--- config.mk ---
export PLATFORM = sky130hd
export DESIGN_NAME = ckt_cell
export DESIGN_NICKNAME = d
export VERILOG_FILES = /design/src/assert_macros.svh /design/src/ckt_pkg.sv /design/src/ckt_cell.sv
export SDC_FILE = /design/constraint.sdc
export NUM_CORES = 1
export LEC_CHECK = 0
export ABC_AREA = 1
export BUFFER_PORTS_ARGS = -buffer_cell sky130_fd_sc_hd__buf_2
export CAP_MARGIN = 5
export CELL_PAD_IN_SITES_DETAIL_PLACEMENT = 0
export CELL_PAD_IN_SITES_GLOBAL_PLACEMENT = 1
export CORE_MARGIN = 3
export CORE_UTILIZATION = 45
export CTS_BUF_LIST = sky130_fd_sc_hd__clkbuf_16
export DETAILED_ROUTE_END_ITERATION = 10
export PLACE_DENSITY_LB_ADDON = 0.05
export SYNTH_ARGS = -nofsm -noshare
export SYNTH_HDL_FRONTEND = slang
export SYNTH_SLANG_ARGS = --single-unit
--- constraint.sdc ---
create_clock -name i_clk -period 10.35 [get_ports i_clk]
set_clock_uncertainty 0.05 [all_clocks]
set_input_delay 0.5175 -clock i_clk [delete_from_list [all_inputs] [get_ports i_clk]]
set_output_delay 0.5175 -clock i_clk [all_outputs]
set_load 0.01 [all_outputs]
--- src/assert_macros.svh ---
`ifndef ASSERT_MACROS_SVH
`define ASSERT_MACROS_SVH

// Property must hold at every clock edge outside reset.
`define ASSERT_ALWAYS(lbl, clk, rstn, prop, msg) \
    lbl: assert property (@(posedge clk) disable iff (!rstn) (prop)) else $error(msg);

// Condition must never be seen outside reset.
`define ASSERT_NEVER(lbl, clk, rstn, cond, msg) \
    lbl: assert property (@(posedge clk) disable iff (!rstn) !(cond)) else $error(msg);

`endif

--- src/ckt_pkg.sv ---
`default_nettype none
package ckt_pkg;

    localparam int TABLE_ENTRIES = 16;

    localparam int S_DATA_W = 216;
    localparam int M_DATA_W = 8;

    localparam logic [1:0] KIND_REG     = 2'd0;
    localparam logic [1:0] KIND_UNREG   = 2'd1;
    localparam logic [1:0] KIND_QUERY   = 2'd2;
    localparam logic [1:0] KIND_PRESENT = 2'd3;

    typedef enum logic [2:0] {
        OP_REG     = 3'd0,
        OP_UNREG   = 3'd1,
        OP_QUERY   = 3'd2,
        OP_PRESENT = 3'd3,
        OP_INSERT  = 3'd4
    } t_op;

    // request token walking the cell row, with flags gathered on the way
    typedef struct packed {
        logic               valid;
        t_op                op;
        logic signed [31:0] x;
        logic signed [31:0] y;
        logic signed [31:0] z;
        logic signed [31:0] rad;
        logic signed [27:0] cx;
        logic signed [27:0] cy;
        logic signed [27:0] cz;
        logic               match;
        logic               free_seen;
        logic               hit;
        logic               claimed;
    } t_tok;

endpackage
`default_nettype wire

--- src/ckt_cell.sv ---
`default_nettype none
module ckt_cell
    import ckt_pkg::*;
(
    input  wire  i_clk,
    input  wire  i_rst_n,
    input  t_tok i_tok,
    output t_tok o_tok
);

    logic               r_valid;
    logic signed [31:0] r_x;
    logic signed [31:0] r_y;
    logic signed [31:0] r_z;
    logic signed [31:0] r_rad;
    t_tok               r_tok;

    t_tok               n_tok;
    logic               n_valid;
    logic               w_match;
    logic               w_claim;
    logic               w_upd_rad;
    logic signed [28:0] w_dx;
    logic signed [28:0] w_dy;
    logic signed [28:0] w_dz;
    logic [27:0]        w_ax;
    logic [27:0]        w_ay;
    logic [27:0]        w_az;
    logic [27:0]        w_dist;
    logic               w_hit;

    always_comb begin
        w_match = r_valid && (r_x == i_tok.x) && (r_y == i_tok.y) && (r_z == i_tok.z);
        w_claim = i_tok.valid && (i_tok.op == OP_INSERT) && !r_valid && !i_tok.claimed;
        w_upd_rad = i_tok.valid && (i_tok.op == OP_REG) && w_match;

        // chunk position is the block position shifted right by 4 (floor)
        w_dx = {i_tok.cx[27], i_tok.cx} - {r_x[31], r_x[31:4]};
        w_dy = {i_tok.cy[27], i_tok.cy} - {r_y[31], r_y[31:4]};
        w_dz = {i_tok.cz[27], i_tok.cz} - {r_z[31], r_z[31:4]};
        w_ax = w_dx[28] ? 28'(-w_dx) : w_dx[27:0];
        w_ay = w_dy[28] ? 28'(-w_dy) : w_dy[27:0];
        w_az = w_dz[28] ? 28'(-w_dz) : w_dz[27:0];
        w_dist = w_ax;
        if (w_ay > w_dist) begin
            w_dist = w_ay;
        end
        if (w_az > w_dist) begin
            w_dist = w_az;
        end
        w_hit = r_valid && !r_rad[31] && ({4'd0, w_dist} <= r_rad[31:0]);

        n_valid = r_valid;
        if (i_tok.valid && (i_tok.op == OP_UNREG) && w_match) begin
            n_valid = 1'b0;
        end else if (w_claim) begin
            n_valid = 1'b1;
        end

        n_tok = i_tok;
        n_tok.match     = i_tok.match | w_match;
        n_tok.free_seen = i_tok.free_seen | !r_valid;
        n_tok.hit       = i_tok.hit | w_hit;
        n_tok.claimed   = i_tok.claimed | w_claim;
    end

    always_ff @(posedge i_clk) begin
        if (!i_rst_n) begin
            r_valid     <= 1'b0;
            r_tok.valid <= 1'b0;
        end else begin
            r_valid <= n_valid;
            r_tok   <= n_tok;
        end
    end

    always_ff @(posedge i_clk) begin
        if (w_claim) begin
            r_x   <= i_tok.x;
            r_y   <= i_tok.y;
            r_z   <= i_tok.z;
            r_rad <= i_tok.rad;
        end else if (w_upd_rad) begin
            r_rad <= i_tok.rad;
        end
    end

    assign o_tok = r_tok;

endmodule
`default_nettype wire

Word-level counts from Yosys, hierarchy flattened
Cells that the tools add are included.
{"block": "word_totals", "reg_bits": 349, "out_inout_bits": 220, "wordCells": 62}
{"block": "classes", "n_addsub": 6, "order_cmp": 3, "eq_ne": 5, "muxes": 7, "bitwise_logic": 5, "reduce_logical": 18}
{"op": "28-bit two-way mux", "n": 5}
{"op": "32-bit equality test", "n": 3}
{"op": "28-bit by 28-bit subtractor with 29-bit output", "n": 3}
{"op": "28-bit negator", "n": 3}
{"op": "32-bit two-way mux", "n": 2}
{"op": "28-bit > comparator", "n": 2}
{"op": "28-bit by 32-bit less-or-equal comparator with 1-bit output", "n": 1}
{"op": "1-bit logical AND", "n": 12}
{"op": "1-bit bitwise OR", "n": 4}
{"op": "3-bit by 1-bit equality test with 1-bit output, second input constant", "n": 1}
{"op": "3-bit equality test, second input constant", "n": 1}
{"op": "1-bit zero test", "n": 3}
{"op": "3-bit zero test", "n": 1}
{"op": "2-bit nonzero test", "n": 1}
{"op": "2-bit OR reduction", "n": 1}
{"op": "1-bit NOT", "n": 1}

Logic depth before layout (Yosys ltp)
{"block": "logic_depth", "ltp_word": 10, "ltp_mapped": 59}

Worst setup path before layout
OpenSTA, ideal clock, no wires.
{"block": "synth_path", "kind": "in2reg", "start": "input i_tok[60] (netlist name)", "end": "register r_tok (netlist bit o_tok[1]) (data pin)", "setup_ns": 0.252, "t_arrival_ns": 6.803, "required_time_ns": 10.048, "path_slack_ns": 3.245, "path_stages": 53, "path_buffers": 2, "path_cell_list": "inv_1 > ha_1 > fa_1 > ha_1 > inv_1 > nor2_1 > nand3_1 > nor2_1 > nand2_1 > nor2_2 > nand2_2 > nor2_4 > nand3_2 > nand2_2 > nand3_1 > nand2_1 > inv_1 > ha_1 > [17 not listed] > a211o_1 > nand2_1 > inv_1 > clkbuf_1 > nand3_1 > nand2_1 > ha_1 > nand2_1 > inv_1 > nand3_1 > nor4_1 > inv_1 > nor4_1 > nor3_1 > nor2_1 > o21bai_1 > nand2_1 > nand2_1"}
{"item": "from (decl)", "line_no": "ckt_cell.sv:7", "source": "input t_tok i_tok,"}
{"item": "to (signal assigned)", "line_no": "ckt_cell.sv:73", "source": "r_tok <= n_tok;"}
{"item": "to (decl)", "line_no": "ckt_cell.sv:16", "source": "t_tok r_tok;"}

==> run summary <==
Syn-to-layout area delta = 17.6%
GR peak layer = met2
core area = 51600 sq um
worst slew pin tran = 1.11 ns
crit end category = flip-flop
ANT cells = 0
cell count after synthesis = 2918
setup bufs post-CTS = 0
most common cell after layout, fill and taps aside = nand2_1
Tot GR Track Use = 28.0%
pwr dens = 153 nW/um^2
Clock transition at path regs = 0.06 ns
vias = 21.2k
CP max stage delay = 0.88 ns
DIE AREA = 55200 sq um
Initial DRT Pass Iterations = 6
CP required = 10.75 ns
DRT iter0 DRCs = 1511
max_cap viols = 0
Worst IR Drop VDD = 0.129 mV
H-tree depth = 2
final WL = 79200 microns
relative slew slack = 25.8%
Die Wd = 235 microns
DRT antenna net count = 0
worst-case clock buffer depth = 3
largest net degree at the start of global routing = 81
Mean Syn Cell Area = 8.08 sq um
vias in the first global route = 20.5k
share of cells above drive strength 1 = 18.1%
startpoint types = flip-flop
hold crit path type = input port to flip-flop
YS warnings = 0
max-slew violations = 0
sequential-to-total area share from yosys stat = 44.4%
asr flop ratio synth = 0%
dpl hpwl = 67100 microns
global-route wire length before repair = 119000 microns
CTS resizes = 0
initial core utilization = 45.7%
fin nets = 3780
Root Buffer = clkbuf_16
Port-buffer cells = 441
cell area after layout = 27700 sq um
Clock Latency Late Sink = 0.58 ns
EDFF count, synth = 347
status = complete, no violations
hold_buf cts = 0
# IOs = 442
Post-route DRC = 0
final RePlAce weighted congestion = 0.970
fmax = 109 MHz
synthesized area = 23600 sq um
Final Critical Period = 9.17 ns
post-synthesis net count = 3314
Area after DPL = 26600 sq um
total negative slack = 0 ns
M2 GR Usage = 46.9%
Cell variety after synth = 54
Leak = 0.0137 uW
TritonCTS Buffers = 37
period utilization = 88.6%
Yosys reg bits = 349
antenna violations before repair = 3
die height = 235 microns
CP max stage cell = inv_1
Most common cell on crit path = nand2_1
RSZ-0062 raised after global routing = no
WS Path Type = flip-flop to flip-flop
Setup Viol. Count Final = 0
met1 Use GR = 38.2%
Filler cells = 4946
Vias per Instance = 5.18
Synth Flop Type = edfxtp_1
met3 Resource Use GR = 3.83%
WL per Instance = 19.4 microns
grt ovf = 0
row cnt = 83
critical path data arrival time = 9.57 ns
commonest cells after routing, fill and taps aside = nand2_1 (937), inv_1 (481), buf_2 (440)
CP max FO = 41
CTS tree = built
clk sinks = 349
endpoints failing hold = 0
## registers in the layout (all words and copies together) (netlist names)
name,flops
o_tok,220
r_valid,1
r_z,32
r_y,32
r_x,32
r_rad,32
## worst max-delay path, delay by kind of cell (launching register included)
| family | cells | cell delay, ns |
|---|---|---|
| DFF | 1 | 0.45 |
| AOI/OAI and AO/OA | 9 | 1.58 |
| adders and majority gates | 5 | 1.66 |
| buffers and inverters | 7 | 2.04 |
| and+or+nand+nor | 28 | 3.23 |
## cell type report
cell class | count | area, sq um | area share (%)
Multi-Input combinational cell | 2057 | 11200 | 40.3
Sequential cell | 349 | 10500 | 37.7
Timing Repair Buffer | 446 | 2250 | 8.13
Inverter | 493 | 1860 | 6.69
Clock buffer | 37 | 926 | 3.34
Tap cell | 680 | 851 | 3.07
Clock inverter | 29 | 206 | 0.745
## per-stage QoR
stage               cells  setup WS (ns)  util [%]  total power (uW)  hold WS (ns)
floorplan            2918           3.24         -              2570         0.472
global placement     4025           1.25      51.5              3000         0.485
detailed placement   4025          0.955      51.5              3030         0.509
CTS                  4091           1.16      53.7              4270        0.0376
global route         4091        0.00929      53.7              4510        0.0442
finish               4091           1.18      53.7              4240        0.0749
## synth_stat cells, drive strengths merged, types with 4 or more instances
library cell  count  share of area, %
a21oi           113               2.5
and2              6              0.16
buf              12              0.37
clkbuf            7              0.11
edfxtp          347                44
ha              171               9.1
inv             492               7.9
nand2           973                16
nand3           189               4.2
nand3b           22              0.70
nand4            69               1.8
nor2            209               3.6
nor3             21              0.47
nor3b             4              0.13
nor4             18              0.48
o2111ai          13              0.48
o21a              6              0.19
o21ai           105               2.4
o21bai            6              0.19
o22ai            15              0.40
or2              14              0.37
xnor2            18              0.70
xor2             63               2.6
## per-layer routing
layer / share of wire (%) / vias to the layer above
met5: 0.025 / -
li1: - / 10500
met4: 2.8 / 4
met2: 47 / 639
met1: 44 / 9895
met3: 6.1 / 109
## report_power, final
part	total, uW	internal [uW]	switching, uW
registers	1660	1640	18.2
logic	1350	460	888
clock network	1240	663	576
## kinds of logic (layout without fill, tap and decap cells)
| family | after synthesis | in the layout | synth area share (%) |
|---|---|---|---|
| AND/OR/NAND/NOR | 1528 | 1528 | 28.0 |
| buffers and inverters | 512 | 1005 | 8.35 |
| flip-flops | 349 | 349 | 44.4 |
| AO/OA/AOI/OAI | 274 | 274 | 6.64 |
| adder cells (fa/ha/maj) | 174 | 174 | 9.33 |
| XOR/XNOR | 81 | 81 | 3.30 |
## worst paths after layout
check | startpoint | to | slack, ns | cells after the start
setup / recovery | r_x[4] | o_tok[1] | 1.18 | 49
hold / removal | i_tok[96] | r_rad[8] | 0.07 | 1
setup reg to reg | r_x[4] | o_tok[1] | 1.18 | 49
hold reg to reg | r_valid | r_valid | 0.52 | 3
Power figures use the tool's default switching activity.
